--- src/grid_dda_raycaster_top_defines.svh ---
// ----------------------------------------------------------------------------
// Grid DDA raycaster assertion macros
// Shared concurrent assertion wrappers, clocked on clk_i.
// ----------------------------------------------------------------------------
`ifndef GRID_DDA_RAYCASTER_TOP_DEFINES_SVH
`define GRID_DDA_RAYCASTER_TOP_DEFINES_SVH

// checked only outside reset
`define GDR_ASSERT(lbl, prop, msg) \
  lbl: assert property (@(posedge clk_i) disable iff (!rst_ni) prop) \
    else $error(msg);

// checked on every edge
`define GDR_ASSERT_ALWAYS(lbl, prop, msg) \
  lbl: assert property (@(posedge clk_i) prop) else $error(msg);

`endif

--- src/gdr_pkg.sv ---
// ----------------------------------------------------------------------------
// Grid DDA raycaster package
// Constants, configuration layout, codes and inter-module structs.
// ----------------------------------------------------------------------------
package gdr_pkg;

  localparam int MAP_BITS   = 6;
  localparam int MAP_SIDE   = 1 << MAP_BITS;
  localparam int MAP_CELLS  = MAP_SIDE * MAP_SIDE;
  localparam int ADDR_W     = 2 * MAP_BITS;
  localparam int CELL_W     = MAP_BITS + 1;
  localparam int FRAC_BITS  = 16;
  localparam int MAX_SCREEN = 1024;
  localparam int SCR_W      = 11;
  localparam int COL_W      = 10;
  localparam int WALK_LIMIT = 4 * MAP_SIDE;
  localparam int STEP_W     = $clog2(WALK_LIMIT + 1);
  localparam int DIST_W     = 31;
  localparam int DIV_N      = 2 * FRAC_BITS + 1;
  localparam int DIV_D      = 32;
  localparam int DIV_CNT_W  = $clog2(DIV_N + 1);
  localparam int POS_W      = 22;
  localparam int VEC_W      = 19;
  localparam int IN_DATA_W  = 24;
  localparam int OUT_DATA_W = 80;
  localparam logic [DIST_W-1:0] DSAT = '1;

  typedef enum logic [2:0] {
    CFG_PLAYER_X      = 3'd0,
    CFG_PLAYER_Y      = 3'd1,
    CFG_VIEW_DIR_X    = 3'd2,
    CFG_VIEW_DIR_Y    = 3'd3,
    CFG_CAM_PLANE_X   = 3'd4,
    CFG_CAM_PLANE_Y   = 3'd5,
    CFG_SCREEN_WIDTH  = 3'd6,
    CFG_SCREEN_HEIGHT = 3'd7
  } gdr_cfg_idx_e;

  typedef enum logic {
    OP_WRITE = 1'b0,
    OP_CAST  = 1'b1
  } gdr_op_e;

  typedef enum logic [1:0] {
    FACE_EAST  = 2'd0,
    FACE_WEST  = 2'd1,
    FACE_SOUTH = 2'd2,
    FACE_NORTH = 2'd3
  } gdr_face_e;

  typedef enum logic [4:0] {
    S_IDLE,
    S_CAM_GO,
    S_CAM_WAIT,
    S_MULX,
    S_MULY,
    S_RAYY,
    S_INVX_GO,
    S_INVX_WAIT,
    S_INVY_GO,
    S_INVY_WAIT,
    S_INITX,
    S_INITY,
    S_INITZ,
    S_STEP,
    S_CHECK,
    S_DIST,
    S_LINE_GO,
    S_LINE_WAIT,
    S_FIN
  } gdr_state_e;

  typedef struct packed {
    logic [POS_W-1:0]        player_x;
    logic [POS_W-1:0]        player_y;
    logic signed [VEC_W-1:0] dir_x;
    logic signed [VEC_W-1:0] dir_y;
    logic signed [VEC_W-1:0] plane_x;
    logic signed [VEC_W-1:0] plane_y;
    logic [SCR_W-1:0]        width;
    logic [SCR_W-1:0]        height;
  } gdr_cfg_t;

  typedef struct packed {
    logic              we;
    logic [ADDR_W-1:0] waddr;
    logic              wdata;
    logic              re;
    logic [ADDR_W-1:0] raddr;
  } gdr_map_req_t;

  typedef struct packed {
    logic             start;
    logic [DIV_N-1:0] num;
    logic [DIV_D-1:0] den;
  } gdr_div_req_t;

  typedef struct packed {
    logic             busy;
    logic             done;
    logic [DIV_N-1:0] quo;
  } gdr_div_rsp_t;

endpackage

--- src/gdr_div.sv ---
// ----------------------------------------------------------------------------
// Grid DDA raycaster divider
// Restoring unsigned divider, one quotient bit per cycle.
// ----------------------------------------------------------------------------
module gdr_div import gdr_pkg::*; (
  input  logic         clk_i,
  input  logic         rst_ni,
  input  gdr_div_req_t req_i,
  output gdr_div_rsp_t rsp_o
);

  logic                 busy_q, done_q;
  logic [DIV_CNT_W-1:0] cnt_q;
  logic [DIV_D-1:0]     rem_q, den_q;
  logic [DIV_N-1:0]     quo_q;
  logic [DIV_D:0]       r;
  logic [DIV_D+1:0]     diff;
  logic                 ge;

  assign r    = {rem_q, quo_q[DIV_N-1]};
  assign diff = {1'b0, r} - {2'b00, den_q};
  assign ge   = ~diff[DIV_D+1];

  always_ff @(posedge clk_i or negedge rst_ni) begin
    if (!rst_ni) begin
      busy_q <= 1'b0;
      done_q <= 1'b0;
      cnt_q  <= '0;
    end else begin
      done_q <= 1'b0;
      if (req_i.start) begin
        busy_q <= 1'b1;
        cnt_q  <= DIV_CNT_W'(DIV_N);
      end else if (busy_q) begin
        cnt_q <= cnt_q - 1'b1;
        if (cnt_q == DIV_CNT_W'(1)) begin
          busy_q <= 1'b0;
          done_q <= 1'b1;
        end
      end
    end
  end

  always_ff @(posedge clk_i) begin
    if (req_i.start) begin
      rem_q <= '0;
      quo_q <= req_i.num;
      den_q <= req_i.den;
    end else if (busy_q) begin
      rem_q <= ge ? diff[DIV_D-1:0] : r[DIV_D-1:0];
      quo_q <= {quo_q[DIV_N-2:0], ge};
    end
  end

  assign rsp_o.busy = busy_q;
  assign rsp_o.done = done_q;
  assign rsp_o.quo  = quo_q;

endmodule

--- config.mk ---
export PLATFORM = sky130hd
export DESIGN_NAME = gdr_div
export DESIGN_NICKNAME = d
export VERILOG_FILES = /design/src/grid_dda_raycaster_top_defines.svh /design/src/gdr_pkg.sv /design/src/gdr_div.sv
export SDC_FILE = /design/constraint.sdc
export NUM_CORES = 1
export LEC_CHECK = 0
export ABC_AREA = 1
export BUFFER_PORTS_ARGS = -buffer_cell sky130_fd_sc_hd__buf_2
export CORE_ASPECT_RATIO = 0.9
export CORE_MARGIN = 2
export CORE_UTILIZATION = 30
export DETAILED_ROUTE_END_ITERATION = 6
export PLACE_DENSITY_LB_ADDON = 0.12
export SLEW_MARGIN = 20
export SYNTH_ARGS = -nofsm -noshare
export SYNTH_HDL_FRONTEND = slang
export SYNTH_SLANG_ARGS = --single-unit
export TNS_END_PERCENT = 50
--- constraint.sdc ---
create_clock -name clk_i -period 2.3 [get_ports clk_i]
set_clock_uncertainty 0.2 [all_clocks]
set_input_delay 0.46 -clock clk_i [delete_from_list [all_inputs] [get_ports clk_i]]
set_output_delay 0.46 -clock clk_i [all_outputs]
set_load 0.1 [all_outputs]
==> flow_summary.yaml <==
global_route:
  overflow: 0
  grt_pass1_vias: 6555
  antenna_found_initial: 1
  grt_pass1_wl_microns: 32800
  grt_max_degree: 36
  grt_usage: 0.171
setup_path:
  max_stage_delay_ns: 0.46
  cp_common_cell: "nand2_4"
  r2r_slack_ns: -0.04
  required_ns: 2.36
  crit_type: "reg -> reg"
  critPathCaptureType: "flip-flop"
  timing.rr.end: "rem_q[28]"
  cp_cell_sequence: "inv_2 -> ha_4 -> inv_2 -> fa_2 -> nand2_2 -> nand3_2 -> nand3_2 -> nand2_4 -> nand2_4 -> nand2_4 -> nand2_4 -> nand2_2 -> nand2_2 -> nand3_2 -> nand2_1 -> nand2_1"
  critPathLaunchType: "flip-flop"
  regToRegStartpoint: "quo_q[32]"
  critPathSlowestCell: "edfxtp_1"
  path_delay_family: "simple AND/OR/NAND/NOR gates"
  cp_max_fo: 4
  arrival_ns: 2.40
  reg2reg_depth: 16
  cp_num_buf_inv: 2
sta:
  layout_min_cycle_time_ns: 2.34
  drv_slew: 0
  setup_slack_ns: -0.0426
  finalCritPeriodShare: 1.02
  whs_ns: 0.0641
  tightest_slew_ns: 0.500
  max_clock_freq_ghz: 0.427
  rsz0062_at_grt: "true"
  setup_viol_count_final: 2
  maxSlewHeadroom: 0.669
  timing.final.hold_violations: 0
logic_synthesis:
  synth_cell_type_count: 40
  syn_area_sq_um: 7010
  netlist_instances: 1002
  synth_nets: 1105
  seq_area_frac_synth: 0.399
  ys_top_cells_by_area: "edfxtp_1 (28%), nand2_1 (22%), inv_1 (9.9%)"
  syn_avg_cell_area_sq_um: 6.99
  synth-simple-area-share: 0.363
  synth-async-reset-ratio: 0.0762
  synth_edf_count: 65
  yosys.area.top_type: "edfxtp_1"
  synth_warnings: 0
  synthAdderAreaFrac: 0.0636
  synth_xor_area_frac: 0.0175
  synth_top_area_frac: 0.279
  yosys_most_used_dff: "edfxtp_1"
  synth.area.mux_share: 0
  synth-compound-area-share: 0.0334
  synth_top_family_by_area: "simple AND/OR/NAND/NOR gates"
  ys_seq_elements: 105
floorplan:
  die_h_microns: 149
  die_area_sq_um: 24600
  die_x_microns: 165
  rows: 53
  io_pins: 103
  start_util: 0.303
  core_region_area_sq_um: 23100
drt:
  via_per_inst: 4.41
  drc: 0
  drt_iter0_drc: 374
  vias: 6733
  wirelength_microns: 21200
  drtAntennaViolNets: 0
  wl_per_cell_microns: 13.9
  dr.pass1.iters: 7
clock_tree:
  cts_root_buf: "clkbuf_16"
  htree_levels: 3
  tritoncts.num_buffers: 9
  cts_buffer_depth: 2
  clk_transition_reported_paths_ns: 0.09
  tritoncts: "built"
  clk-insertion-delay-late_ns: 0.37
  cts.sinks: 105
worst_hold_path:
  whs_endpoint: "den_q[9]"
  holdPathStages: 1
  holdCritStartpoint: "req_i[9]"
  hp-class: "in -> reg"
place:
  hpwlAfterDp_microns: 15500
  gp_congestion: 0.933
  port_buffers: 102
  dp_slack_ns: -0.197
power_and_ir_drop:
  peakVddDrop_mv: 0.478
  pwr-share-comb: 0.596
  p_leak_nw: 5.20
  p_int_mw: 5.72
  swShare: 0.452
  clkPwrFrac: 0.153
  p_seq_frac: 0.251
  power.density_nw_per_um2: 1050
  p_sw_mw: 4.72
run_status:
  violations: "negative setup slack"
  outcome: "finished, violations left"
finish:
  syn_to_final_growth_pct: 41.6
  layout.core_utilization: 0.429
  drive_above_1_share: 0.324
  fin_nets: 1322
  fill_cells: 2387
  antenna-diode-count: 0
flow_run:
  maxCapViolCount: 0
## cells in the final DEF (no fill, tap or decap), types with 6 or more instances in the layout
cell / synthesis / layout
dfrtp_1: 8 / 8
nand2_2: 3 / 37
ha_1: 34 / 12
nand4_1: 8 / 8
buf_2: 2 / 102
inv_1: 184 / 167
buf_12: 0 / 10
nand3_1: 84 / 68
clkbuf_16: 0 / 13
dfxtp_1: 32 / 32
nand2_1: 411 / 369
a21oi_1: 18 / 13
xnor2_1: 12 / 9
nand2_4: 2 / 9
inv_2: 3 / 20
nand3b_1: 12 / 12
o21ai_1: 12 / 13
nor2_4: 2 / 6
nor2_2: 2 / 14
edfxtp_1: 65 / 65
buf_6: 6 / 9
nand2_8: 1 / 6
nor2_1: 46 / 30
nand3_2: 6 / 21
ha_4: 0 / 21
buf_4: 4 / 101
## metrics by stage
stage / TNS, ns / power, mW / instances / cell area [sq um]
after detailed placement: -2.70 / 7.64 / 1471 / 8480
after CTS: -0.402 / 9.47 / 1504 / 9000
after global placement: -1.55 / 7.66 / 1471 / 8480
after floorplan: -5.54 / 6.05 / 1002 / 7020
after global routing: -1.28 / 11.2 / 1526 / 9920
final: -0.0470 / 10.4 / 1526 / 9920
## what timing repair did
action / CTS / global route
setup endpoints to repair: 33 / 33
endpoints found under the hold margin: 8 / 0
hold buffers: 1 / 0
cloned: 1 / 8
pin swaps: 14 / 28
gates resized for setup: 24 / 128
buffers inserted: 15 / 15
## layout make-up
| cell class | count | area (sq um) | share of cell area |
|---|---|---|---|
| clock buffers | 9 | 225 | 0.0227 |
| clock inverters | 7 | 68.8 | 0.00693 |
| inverters | 187 | 702 | 0.0707 |
| multi-input cells | 689 | 4080 | 0.411 |
| flip-flops and latches | 105 | 2790 | 0.281 |
| well taps | 302 | 378 | 0.0381 |
| repair buffers | 227 | 1680 | 0.169 |
## worst max-delay path by stage
stage	startpoint	to	slack, ns	cells past startpoint
final	quo_q[32]	rem_q[28]	-0.04	16
after global routing	quo_q[32]	rem_q[28]	-0.15	16
after CTS	quo_q[32]	rem_q[28]	-0.11	16
after detailed placement	quo_q[32]	rem_q[28]	-0.20	16
after global placement	quo_q[32]	rem_q[28]	-0.21	16
after floorplan	quo_q[32]	rem_q[12]	-0.32	14
## logic make-up after synthesis
kind of cell,count (synthesis)
compound gates,43
fa+ha+maj,35
xor+xnor,14
buf+inv,212
flops,105
simple gates,593
## Yosys cell counts, types with 7 or more instances
cell type	number
edfxtp_1	65
dfrtp_1	8
inv_1	184
nand2_1	411
nor2_1	46
xnor2_1	12
nand3b_1	12
nand4_1	8
clkbuf_1	10
o21ai_1	12
dfxtp_1	32
nand3_1	84
nor3_1	7
a21oi_1	18
ha_1	34
## metal layers
layer | global-route usage | vias up | part of all wire
met2 | 0.280 | 138 | 0.45
met5 | 0 | - | 0
met4 | 0.0417 | 0 | 0.012
met3 | 0.0386 | 19 | 0.049
li1 | - | 3543 | -
met1 | 0.230 | 3033 | 0.48
## sequential cells by signal, indices dropped and copies added (netlist names)
| register | cells |
|---|---|
| cnt_q | 6 |
| busy_q | 1 |
| done_q | 1 |
| den_q | 32 |
| rem_q | 32 |
| quo_q | 33 |
## power by group through the flow
stage | combinational (mW) | sequential, mW | clock (mW)
floorplan | 2.82 | 3.23 | 0
global route | 6.83 | 2.67 | 1.73
detailed placement | 5.05 | 2.60 | 0
global placement | 5.06 | 2.60 | 0
CTS | 5.24 | 2.56 | 1.67
finish | 6.22 | 2.62 | 1.59
(Power assumes the default switching activity.)
