## src/grid_dda_raycaster_top_defines.svh

```systemverilog
// ----------------------------------------------------------------------------
// Grid DDA raycaster assertion macros
// Shared concurrent assertion wrappers, clocked on clk_i.
// ----------------------------------------------------------------------------
`ifndef GRID_DDA_RAYCASTER_TOP_DEFINES_SVH
`define GRID_DDA_RAYCASTER_TOP_DEFINES_SVH

// checked only outside reset
`define GDR_ASSERT(lbl, prop, msg) \
  lbl: assert property (@(posedge clk_i) disable iff (!rst_ni) prop) \
    else $error(msg);

// checked on every edge
`define GDR_ASSERT_ALWAYS(lbl, prop, msg) \
  lbl: assert property (@(posedge clk_i) prop) else $error(msg);

`endif

```

## src/gdr_pkg.sv

```systemverilog
// ----------------------------------------------------------------------------
// Grid DDA raycaster package
// Constants, configuration layout, codes and inter-module structs.
// ----------------------------------------------------------------------------
package gdr_pkg;

  localparam int MAP_BITS   = 6;
  localparam int MAP_SIDE   = 1 << MAP_BITS;
  localparam int MAP_CELLS  = MAP_SIDE * MAP_SIDE;
  localparam int ADDR_W     = 2 * MAP_BITS;
  localparam int CELL_W     = MAP_BITS + 1;
  localparam int FRAC_BITS  = 16;
  localparam int MAX_SCREEN = 1024;
  localparam int SCR_W      = 11;
  localparam int COL_W      = 10;
  localparam int WALK_LIMIT = 4 * MAP_SIDE;
  localparam int STEP_W     = $clog2(WALK_LIMIT + 1);
  localparam int DIST_W     = 31;
  localparam int DIV_N      = 2 * FRAC_BITS + 1;
  localparam int DIV_D      = 32;
  localparam int DIV_CNT_W  = $clog2(DIV_N + 1);
  localparam int POS_W      = 22;
  localparam int VEC_W      = 19;
  localparam int IN_DATA_W  = 24;
  localparam int OUT_DATA_W = 80;
  localparam logic [DIST_W-1:0] DSAT = '1;

  typedef enum logic [2:0] {
    CFG_PLAYER_X      = 3'd0,
    CFG_PLAYER_Y      = 3'd1,
    CFG_VIEW_DIR_X    = 3'd2,
    CFG_VIEW_DIR_Y    = 3'd3,
    CFG_CAM_PLANE_X   = 3'd4,
    CFG_CAM_PLANE_Y   = 3'd5,
    CFG_SCREEN_WIDTH  = 3'd6,
    CFG_SCREEN_HEIGHT = 3'd7
  } gdr_cfg_idx_e;

  typedef enum logic {
    OP_WRITE = 1'b0,
    OP_CAST  = 1'b1
  } gdr_op_e;

  typedef enum logic [1:0] {
    FACE_EAST  = 2'd0,
    FACE_WEST  = 2'd1,
    FACE_SOUTH = 2'd2,
    FACE_NORTH = 2'd3
  } gdr_face_e;

  typedef enum logic [4:0] {
    S_IDLE,
    S_CAM_GO,
    S_CAM_WAIT,
    S_MULX,
    S_MULY,
    S_RAYY,
    S_INVX_GO,
    S_INVX_WAIT,
    S_INVY_GO,
    S_INVY_WAIT,
    S_INITX,
    S_INITY,
    S_INITZ,
    S_STEP,
    S_CHECK,
    S_DIST,
    S_LINE_GO,
    S_LINE_WAIT,
    S_FIN
  } gdr_state_e;

  typedef struct packed {
    logic [POS_W-1:0]        player_x;
    logic [POS_W-1:0]        player_y;
    logic signed [VEC_W-1:0] dir_x;
    logic signed [VEC_W-1:0] dir_y;
    logic signed [VEC_W-1:0] plane_x;
    logic signed [VEC_W-1:0] plane_y;
    logic [SCR_W-1:0]        width;
    logic [SCR_W-1:0]        height;
  } gdr_cfg_t;

  typedef struct packed {
    logic              we;
    logic [ADDR_W-1:0] waddr;
    logic              wdata;
    logic              re;
    logic [ADDR_W-1:0] raddr;
  } gdr_map_req_t;

  typedef struct packed {
    logic             start;
    logic [DIV_N-1:0] num;
    logic [DIV_D-1:0] den;
  } gdr_div_req_t;

  typedef struct packed {
    logic             busy;
    logic             done;
    logic [DIV_N-1:0] quo;
  } gdr_div_rsp_t;

endpackage

```

## src/gdr_core.sv

```systemverilog
// ----------------------------------------------------------------------------
// Grid DDA raycaster core
// Sequencer: camera ray, reciprocal step lengths, DDA walk, strip extent.
// ----------------------------------------------------------------------------
`include "grid_dda_raycaster_top_defines.svh"

module gdr_core import gdr_pkg::*; (
  input  logic                  clk_i,
  input  logic                  rst_ni,
  input  gdr_cfg_t              cfg_i,
  input  logic                  clear_busy_i,
  input  logic                  s_axis_tvalid,
  output logic                  s_axis_tready,
  input  logic [IN_DATA_W-1:0]  s_axis_tdata,
  input  logic                  s_axis_tuser,
  output logic                  m_axis_tvalid,
  input  logic                  m_axis_tready,
  output logic [OUT_DATA_W-1:0] m_axis_tdata,
  output gdr_map_req_t          map_req_o,
  input  logic                  map_rd_data_i,
  output gdr_div_req_t          div_req_o,
  input  gdr_div_rsp_t          div_rsp_i
);

  gdr_state_e state_q, state_d;

  logic [COL_W-1:0]    col_q;
  logic signed [28:0]  cam_q;
  logic signed [51:0]  prod_q;
  logic signed [31:0]  ray_x_q, ray_y_q;
  logic [DIST_W-1:0]   step_x_q, step_y_q, cross_x_q, cross_y_q, dist_q;
  logic [CELL_W-1:0]   cell_x_q, cell_y_q;
  logic                side_q;
  logic [STEP_W-1:0]   steps_q;
  logic [SCR_W-1:0]    line_q;
  logic                m_valid_q;
  logic [OUT_DATA_W-1:0] m_data_q;

  logic                accept, load_out, take_x, wall;
  logic [SCR_W-1:0]    w_eff, h_eff, h2, l2, top, bsum, bottom;
  logic signed [19:0]  mul_a;
  logic signed [31:0]  mul_b;
  logic signed [51:0]  prod_tr, prod_sh;
  logic [31:0]         ray_trunc;
  logic [DIST_W-1:0]   prod_sat, quo_sat, nx_cross, ny_cross;
  logic [DIST_W:0]     sum_x, sum_y, dist_diff;
  logic [31:0]         abs_x, abs_y;
  logic [16:0]         frac_x, frac_y;
  logic [CELL_W-1:0]   nx_cell, ny_cell, rd_x, rd_y;
  gdr_face_e           face;

  assign w_eff = (cfg_i.width == '0) ? SCR_W'(1) : cfg_i.width;
  assign h_eff = (cfg_i.height == '0) ? SCR_W'(1) :
                 (cfg_i.height > SCR_W'(MAX_SCREEN)) ? SCR_W'(MAX_SCREEN) : cfg_i.height;

  assign s_axis_tready = (state_q == S_IDLE) && !clear_busy_i;
  assign accept        = s_axis_tvalid && s_axis_tready;

  // shared multiplier
  always_comb begin
    mul_a = '0;
    mul_b = '0;
    case (state_q)
      S_MULX: begin
        mul_a = 20'(cfg_i.plane_x);
        mul_b = 32'(cam_q);
      end
      S_MULY: begin
        mul_a = 20'(cfg_i.plane_y);
        mul_b = 32'(cam_q);
      end
      S_INITX: begin
        mul_a = signed'({3'b000, frac_x});
        mul_b = signed'({1'b0, step_x_q});
      end
      S_INITY: begin
        mul_a = signed'({3'b000, frac_y});
        mul_b = signed'({1'b0, step_y_q});
      end
      default: ;
    endcase
  end

  assign prod_tr   = prod_q + (prod_q[51] ? 52'sd65535 : 52'sd0);
  assign ray_trunc = 32'(prod_tr >>> FRAC_BITS);
  assign prod_sh   = prod_q >>> FRAC_BITS;
  assign prod_sat  = (|prod_sh[51:DIST_W]) ? DSAT : prod_sh[DIST_W-1:0];
  assign quo_sat   = (|div_rsp_i.quo[DIV_N-1:DIST_W]) ? DSAT : div_rsp_i.quo[DIST_W-1:0];

  assign abs_x  = ray_x_q[31] ? 32'(-ray_x_q) : 32'(ray_x_q);
  assign abs_y  = ray_y_q[31] ? 32'(-ray_y_q) : 32'(ray_y_q);
  assign frac_x = ray_x_q[31] ? {1'b0, cfg_i.player_x[FRAC_BITS-1:0]}
                              : 17'h10000 - {1'b0, cfg_i.player_x[FRAC_BITS-1:0]};
  assign frac_y = ray_y_q[31] ? {1'b0, cfg_i.player_y[FRAC_BITS-1:0]}
                              : 17'h10000 - {1'b0, cfg_i.player_y[FRAC_BITS-1:0]};

  // one DDA step
  assign take_x   = cross_x_q < cross_y_q;
  assign sum_x    = {1'b0, cross_x_q} + {1'b0, step_x_q};
  assign sum_y    = {1'b0, cross_y_q} + {1'b0, step_y_q};
  assign nx_cross = sum_x[DIST_W] ? DSAT : sum_x[DIST_W-1:0];
  assign ny_cross = sum_y[DIST_W] ? DSAT : sum_y[DIST_W-1:0];
  assign nx_cell  = ray_x_q[31] ? ((cell_x_q == '0) ? '0 : cell_x_q - 1'b1) : cell_x_q + 1'b1;
  assign ny_cell  = ray_y_q[31] ? ((cell_y_q == '0) ? '0 : cell_y_q - 1'b1) : cell_y_q + 1'b1;
  assign rd_x     = take_x ? nx_cell : cell_x_q;
  assign rd_y     = take_x ? cell_y_q : ny_cell;
  assign wall     = map_rd_data_i | cell_x_q[MAP_BITS] | cell_y_q[MAP_BITS];

  assign dist_diff = side_q ? {1'b0, cross_y_q} - {1'b0, step_y_q}
                            : {1'b0, cross_x_q} - {1'b0, step_x_q};

  assign map_req_o.we    = accept && (gdr_op_e'(s_axis_tuser) == OP_WRITE);
  assign map_req_o.waddr = {s_axis_tdata[21:16], s_axis_tdata[15:10]};
  assign map_req_o.wdata = s_axis_tdata[22];
  assign map_req_o.re    = (state_q == S_STEP);
  assign map_req_o.raddr = {rd_y[MAP_BITS-1:0], rd_x[MAP_BITS-1:0]};

  always_comb begin
    div_req_o.start = 1'b0;
    div_req_o.num   = '0;
    div_req_o.den   = '0;
    case (state_q)
      S_CAM_GO: begin
        div_req_o.start = 1'b1;
        div_req_o.num   = DIV_N'({col_q, 17'b0});
        div_req_o.den   = DIV_D'(w_eff);
      end
      S_INVX_GO: begin
        div_req_o.start = 1'b1;
        div_req_o.num   = DIV_N'(1) << (2 * FRAC_BITS);
        div_req_o.den   = abs_x;
      end
      S_INVY_GO: begin
        div_req_o.start = 1'b1;
        div_req_o.num   = DIV_N'(1) << (2 * FRAC_BITS);
        div_req_o.den   = abs_y;
      end
      S_LINE_GO: begin
        div_req_o.start = (dist_q != '0);
        div_req_o.num   = DIV_N'({h_eff, 16'b0});
        div_req_o.den   = DIV_D'(dist_q);
      end
      default: ;
    endcase
  end

  // strip extent and face
  assign h2     = h_eff >> 1;
  assign l2     = line_q >> 1;
  assign top    = h2 - l2;
  assign bsum   = l2 + h2;
  assign bottom = (bsum >= h_eff) ? h_eff - 1'b1 : bsum;

  always_comb begin
    if (!side_q) begin
      face = ray_x_q[31] ? FACE_WEST : ((ray_x_q != '0) ? FACE_EAST : FACE_NORTH);
    end else begin
      face = (!ray_y_q[31] && (ray_y_q != '0)) ? FACE_SOUTH : FACE_NORTH;
    end
  end

  assign load_out = (state_q == S_FIN) && (!m_valid_q || m_axis_tready);

  always_comb begin
    state_d = state_q;
    case (state_q)
      S_IDLE:      if (accept && (gdr_op_e'(s_axis_tuser) == OP_CAST)) state_d = S_CAM_GO;
      S_CAM_GO:    state_d = S_CAM_WAIT;
      S_CAM_WAIT:  if (div_rsp_i.done) state_d = S_MULX;
      S_MULX:      state_d = S_MULY;
      S_MULY:      state_d = S_RAYY;
      S_RAYY:      state_d = S_INVX_GO;
      S_INVX_GO:   state_d = S_INVX_WAIT;
      S_INVX_WAIT: if (div_rsp_i.done) state_d = S_INVY_GO;
      S_INVY_GO:   state_d = S_INVY_WAIT;
      S_INVY_WAIT: if (div_rsp_i.done) state_d = S_INITX;
      S_INITX:     state_d = S_INITY;
      S_INITY:     state_d = S_INITZ;
      S_INITZ:     state_d = S_STEP;
      S_STEP:      state_d = S_CHECK;
      S_CHECK:     state_d = (wall || (steps_q == STEP_W'(WALK_LIMIT))) ? S_DIST : S_STEP;
      S_DIST:      state_d = S_LINE_GO;
      S_LINE_GO:   state_d = (dist_q == '0) ? S_FIN : S_LINE_WAIT;
      S_LINE_WAIT: if (div_rsp_i.done) state_d = S_FIN;
      S_FIN:       if (load_out) state_d = S_IDLE;
      default:     state_d = S_IDLE;
    endcase
  end

  always_ff @(posedge clk_i or negedge rst_ni) begin
    if (!rst_ni) begin
      state_q   <= S_IDLE;
      m_valid_q <= 1'b0;
      steps_q   <= '0;
    end else begin
      state_q <= state_d;
      if (load_out) begin
        m_valid_q <= 1'b1;
      end else if (m_axis_tready) begin
        m_valid_q <= 1'b0;
      end
      if (state_q == S_INITZ) begin
        steps_q <= '0;
      end else if (state_q == S_STEP) begin
        steps_q <= steps_q + 1'b1;
      end
    end
  end

  always_ff @(posedge clk_i) begin
    case (state_q)
      S_IDLE: begin
        col_q    <= s_axis_tdata[COL_W-1:0];
        cell_x_q <= {1'b0, cfg_i.player_x[POS_W-1:FRAC_BITS]};
        cell_y_q <= {1'b0, cfg_i.player_y[POS_W-1:FRAC_BITS]};
      end
      S_CAM_WAIT: cam_q <= signed'(29'(div_rsp_i.quo)) - 29'sd65536;
      S_MULX:     prod_q <= mul_a * mul_b;
      S_MULY: begin
        ray_x_q <= 32'(cfg_i.dir_x) + signed'(ray_trunc);
        prod_q  <= mul_a * mul_b;
      end
      S_RAYY:      ray_y_q <= 32'(cfg_i.dir_y) + signed'(ray_trunc);
      S_INVX_WAIT: step_x_q <= quo_sat;
      S_INVY_WAIT: step_y_q <= quo_sat;
      S_INITX:     prod_q <= mul_a * mul_b;
      S_INITY: begin
        cross_x_q <= prod_sat;
        prod_q    <= mul_a * mul_b;
      end
      S_INITZ:     cross_y_q <= prod_sat;
      S_STEP: begin
        if (take_x) begin
          cross_x_q <= nx_cross;
          cell_x_q  <= nx_cell;
          side_q    <= 1'b0;
        end else begin
          cross_y_q <= ny_cross;
          cell_y_q  <= ny_cell;
          side_q    <= 1'b1;
        end
      end
      S_DIST:    dist_q <= dist_diff[DIST_W] ? '0 : dist_diff[DIST_W-1:0];
      S_LINE_GO: line_q <= h_eff;
      S_LINE_WAIT: begin
        line_q <= (div_rsp_i.quo > DIV_N'(h_eff)) ? h_eff : div_rsp_i.quo[SCR_W-1:0];
      end
      default: ;
    endcase
    if (load_out) begin
      m_data_q <= {5'b0, cell_y_q[MAP_BITS-1:0], cell_x_q[MAP_BITS-1:0],
                   bottom[COL_W-1:0], top[COL_W-1:0], face, dist_q, col_q};
    end
  end

  assign m_axis_tvalid = m_valid_q;
  assign m_axis_tdata  = m_data_q;

  `GDR_ASSERT(a_no_take_in_clear, clear_busy_i |-> !s_axis_tready, "item taken during map clear")
  `GDR_ASSERT(a_div_start_idle, div_req_o.start |-> !div_rsp_i.busy, "divider restarted while busy")
  `GDR_ASSERT(a_walk_cap, steps_q <= STEP_W'(WALK_LIMIT), "walk ran past its cap")
  `GDR_ASSERT(a_map_write_idle, map_req_o.we |-> (state_q == S_IDLE), "map write during a cast")

endmodule

```

## config.mk

```make
export PLATFORM = sky130hd
export DESIGN_NAME = gdr_core
export DESIGN_NICKNAME = d
export VERILOG_FILES = /design/src/gdr_pkg.sv /design/src/gdr_core.sv
export VERILOG_INCLUDE_DIRS = /design/src /design/src/src
export SDC_FILE = /design/constraint.sdc
export NUM_CORES = 2
export LEC_CHECK = 0
export ABC_CLOCK_PERIOD_IN_PS = 14400
export BUFFER_PORTS_ARGS = -buffer_cell sky130_fd_sc_hd__buf_2
export CAP_MARGIN = 20
export CORE_ASPECT_RATIO = 0.75
export CORE_UTILIZATION = 34
export CTS_BUF_LIST = sky130_fd_sc_hd__clkbuf_16
export CTS_CLUSTER_SIZE = 16
export DETAILED_ROUTE_END_ITERATION = 7
export PLACE_DENSITY = 0.59
export SYNTH_ARGS = -nofsm -noshare
export SYNTH_HDL_FRONTEND = slang
export SYNTH_SLANG_ARGS = --single-unit
```

## constraint.sdc

```tcl
create_clock -name clk_i -period 14.4 [get_ports clk_i]
set_input_delay 2.16 -clock clk_i [delete_from_list [all_inputs] [get_ports clk_i]]
set_output_delay 2.16 -clock clk_i [all_outputs]
set_load 0.005 [all_outputs]
```

==> flow_metrics.py <==
metrics = {
    "global_route": {
        "grtUsageTotal": 0.232,
        "grt_max_degree": 76,
        "first_global_vias": 43609,
        "grt_pass1_wl_um": 283000,
        "overflow": 0,
        "antenna_found_initial": 13,
    },
    "timing": {
        "setup_violations": 0,
        "slew_headroom": 0.126,
        "min_period_over_period": 0.818,
        "rsz0062_at_grt": "no",
        "slew_viol_final": 0,
        "finalHoldViolations": 0,
        "fin_setup_tns_ns": 0,
        "clock.fmax_mhz": 84.9,
        "final.setup.worst_slack_ns": 2.62,
        "tightest_slew_ns": 1.28,
        "post-route-min-period_ns": 11.78,
        "finalClockSkew_ns": 0.0545,
    },
    "clocking": {
        "cts_num_sinks": 425,
        "ctsHoldBuffers": 0,
        "cts-resized-gates": 0,
        "path_clk_slew_ns": 0.07,
        "htreeDepth": 2,
        "cts-root-buf": "clkbuf_16",
        "numCtsBuffers": 46,
        "post-cts-setup-buffers": 0,
        "cts_tree": "done",
        "cts_buffer_depth": 3,
        "clock_latency_ns": 0.63,
    },
    "route": {
        "vias_per_cell": 5.38,
        "drt_first_pass_iters": 8,
        "drc": 104,
        "vias": 44591,
        "routed_wl_um": 191000,
        "antenna_left": 0,
        "wl_per_cell_um": 23.1,
        "drt_iter0_drc": 4918,
    },
    "final_layout": {
        "drive_gt1_frac": 0.0946,
        "nets": 7405,
        "mostFrequentLayoutCell": "inv_1",
        "area_delta_synth_final_pct": 9.89,
        "layout_common_cells": "inv_1, nor2_1, fa_1, nand2_1, ha_1",
    },
    "power_and_ir_drop": {
        "peakVddDrop_mv": 0.119,
        "p_per_area_nw_per_um2": 187,
        "p_leak_nw": 26.6,
    },
    "setup_path": {
        "slowest_stage": "a2111oi_0",
        "reg2reg_from": "state_q[2]$_DFFE_PN0P_",
        "reg2reg_depth": 27,
        "crit_type": "primary input to register",
        "cp.required_ns": 14.77,
        "reg2reg_slack_ns": 3.21,
        "cp_slowest_stage_delay_ns": 1.15,
        "end_kind": "register",
        "cp_data_arrival_time_ns": 12.15,
        "crit_path_frequent_cell": "fa_1",
        "crit_path_start": "cfg_i[126]",
        "crit_path_end": "prod_q[48]$_DFFE_PP_",
        "r2r_end": "prod_q[48]$_DFFE_PP_",
        "critPathMaxFanout": 28,
        "startpoint_type": "primary input",
    },
    "yosys": {
        "async_flop_share": 0.0353,
        "avgSynthCellArea_um2": 9.14,
        "ys.warnings.count": 0,
        "ys_seq_area_frac": 0.233,
        "yosys.area.top_type": "fa_1",
        "ys_ff_latch": 425,
        "synth-main-ff-cell": "edfxtp_1",
        "netlist.area_leader.share": 0.237,
        "syn_inst": 5953,
        "yosysUniqueCellTypes": 92,
        "ys_top_cells_by_area": "fa_1, edfxtp_1, ha_1, inv_1, nor2_1",
        "synth_edf_count": 410,
        "syn_area_um2": 54400,
    },
    "run_status": {
        "status": "finished, violations left",
        "violations": "DRC",
    },
    "floorplan": {
        "coreArea_um2": 158000,
        "start_util": 0.344,
        "die_x_um": 464,
        "dieHeight_um": 348,
        "dieArea_um2": 162000,
        "num_rows": 126,
        "ios": 383,
    },
    "hold_path": {
        "hold_path_class": "register to register",
    },
    "place": {
        "dp_slack_ns": 2.28,
        "dp_hpwl_um": 155000,
        "io_buffers": 328,
        "gp_congestion": 0.961,
    },
    "job": {
        "maxCapViolations": 0,
    },
}
-- worst max-delay path, delay by kind of cell --
family | cells | cell delay [ns]
adder cells (fa/ha/maj) | 8 | 3.97
AO/OA/AOI/OAI | 8 | 2.89
AND/OR/NAND/NOR | 5 | 1.51
buffers and inverters | 8 | 1.31
XOR/XNOR | 2 | 0.28
-- synthesized netlist by cell type (22+ instances only) --
library cell,instances
a31oi_1,44
fa_1,644
nor4_1,39
nor2b_1,42
nand2_1,459
o31ai_1,43
a22oi_1,49
edfxtp_1,410
ha_1,415
mux2_2,22
or4_1,23
inv_1,938
a21oi_1,317
nor2_1,659
a21o_1,82
a211oi_1,36
nand3_1,73
nand4_1,35
and2_1,56
o21ai_0,176
o21a_1,53
buf_4,51
clkbuf_1,226
nor3_1,104
o21ai_1,37
o211ai_1,28
or2_2,28
xnor2_1,228
nand2b_1,75
o21bai_1,44
or3_1,75
xor2_1,101
-- kinds of logic (layout without fill, tap and decap cells) --
| kind of cell | Yosys count | after routing | share of synthesized area |
|---|---|---|---|
| buffers and inverters | 1227 | 1423 | 0.0883 |
| AOI/OAI and AO/OA | 1111 | 1111 | 0.133 |
| other | 1 | 36 | 0.0000689 |
| DFF | 425 | 425 | 0.233 |
| and+or+nand+nor | 1743 | 1743 | 0.147 |
| muxes | 56 | 56 | 0.0118 |
| adders and majority gates | 1059 | 1059 | 0.332 |
| xor gates and xnor gates | 331 | 331 | 0.0538 |
-- sequential cells by signal (all words and copies together) (netlist names), 5 cells and up --
signal,cells
cell_y_q,7
prod_q,52
ray_y_q,32
line_q,10
col_q,10
step_x_q,31
dist_q,31
cross_y_q,31
state_q,5
steps_q,9
step_y_q,31
cell_x_q,7
cam_q,29
ray_x_q,32
m_axis_tdata,75
cross_x_q,31
-- report_power, final --
part	internal (W)	leakage [nW]	switching [W]
logic	0.00269	22.0	0.00499
registers	0.00190	3.85	0.000370
clock network	0.000670	0.741	0.000557
-- per-stage QoR --
stage	hold WS (ns)	std cells	utilization	instance area, um2	total power (W)
3_5_place_dp	0.433	8199	0.368	58200	0.00986
5_1_grt	0.456	8292	0.378	59800	0.0120
4_1_cts	0.448	8283	0.378	59700	0.0111
6_report	0.449	8296	0.378	59800	0.0112
2_1_floorplan	0.424	5978	-	54500	0.00726
3_3_place_gp	0.430	8199	0.368	58200	0.00975
-- layer usage --
layer / part of all wire / global-route usage
met1: 0.46 / 0.345
met2: 0.42 / 0.345
met5: 0 / 0
met3: 0.091 / 0.0454
met4: 0.025 / 0.0523
-- layout make-up --
class,count,area [um2]
multi-input combinational,4326,37200
fill,15933,98300
timing repair buffer,396,2180
inverter,943,3540
clock buffer,47,1180
sequential,425,12700
antenna,10,25.0
clock inverter,37,318
tap,2112,2640
-- how the worst min path moves through the flow --
stage                                from                         end  cells after the start
finish                 col_q[2]$_DFFE_PP_   m_axis_tdata[2]$_DFFE_PP_                      0
global route           col_q[5]$_DFFE_PP_   m_axis_tdata[5]$_DFFE_PP_                      0
CTS                    col_q[0]$_DFFE_PP_   m_axis_tdata[0]$_DFFE_PP_                      0
detailed placement     col_q[0]$_DFFE_PP_   m_axis_tdata[0]$_DFFE_PP_                      0
global placement       col_q[0]$_DFFE_PP_   m_axis_tdata[0]$_DFFE_PP_                      0
floorplan           cell_y_q[5]$_DFFE_PP_  m_axis_tdata[74]$_DFFE_PP_                      0
Note: power is estimated with default switching activity, not from simulation.
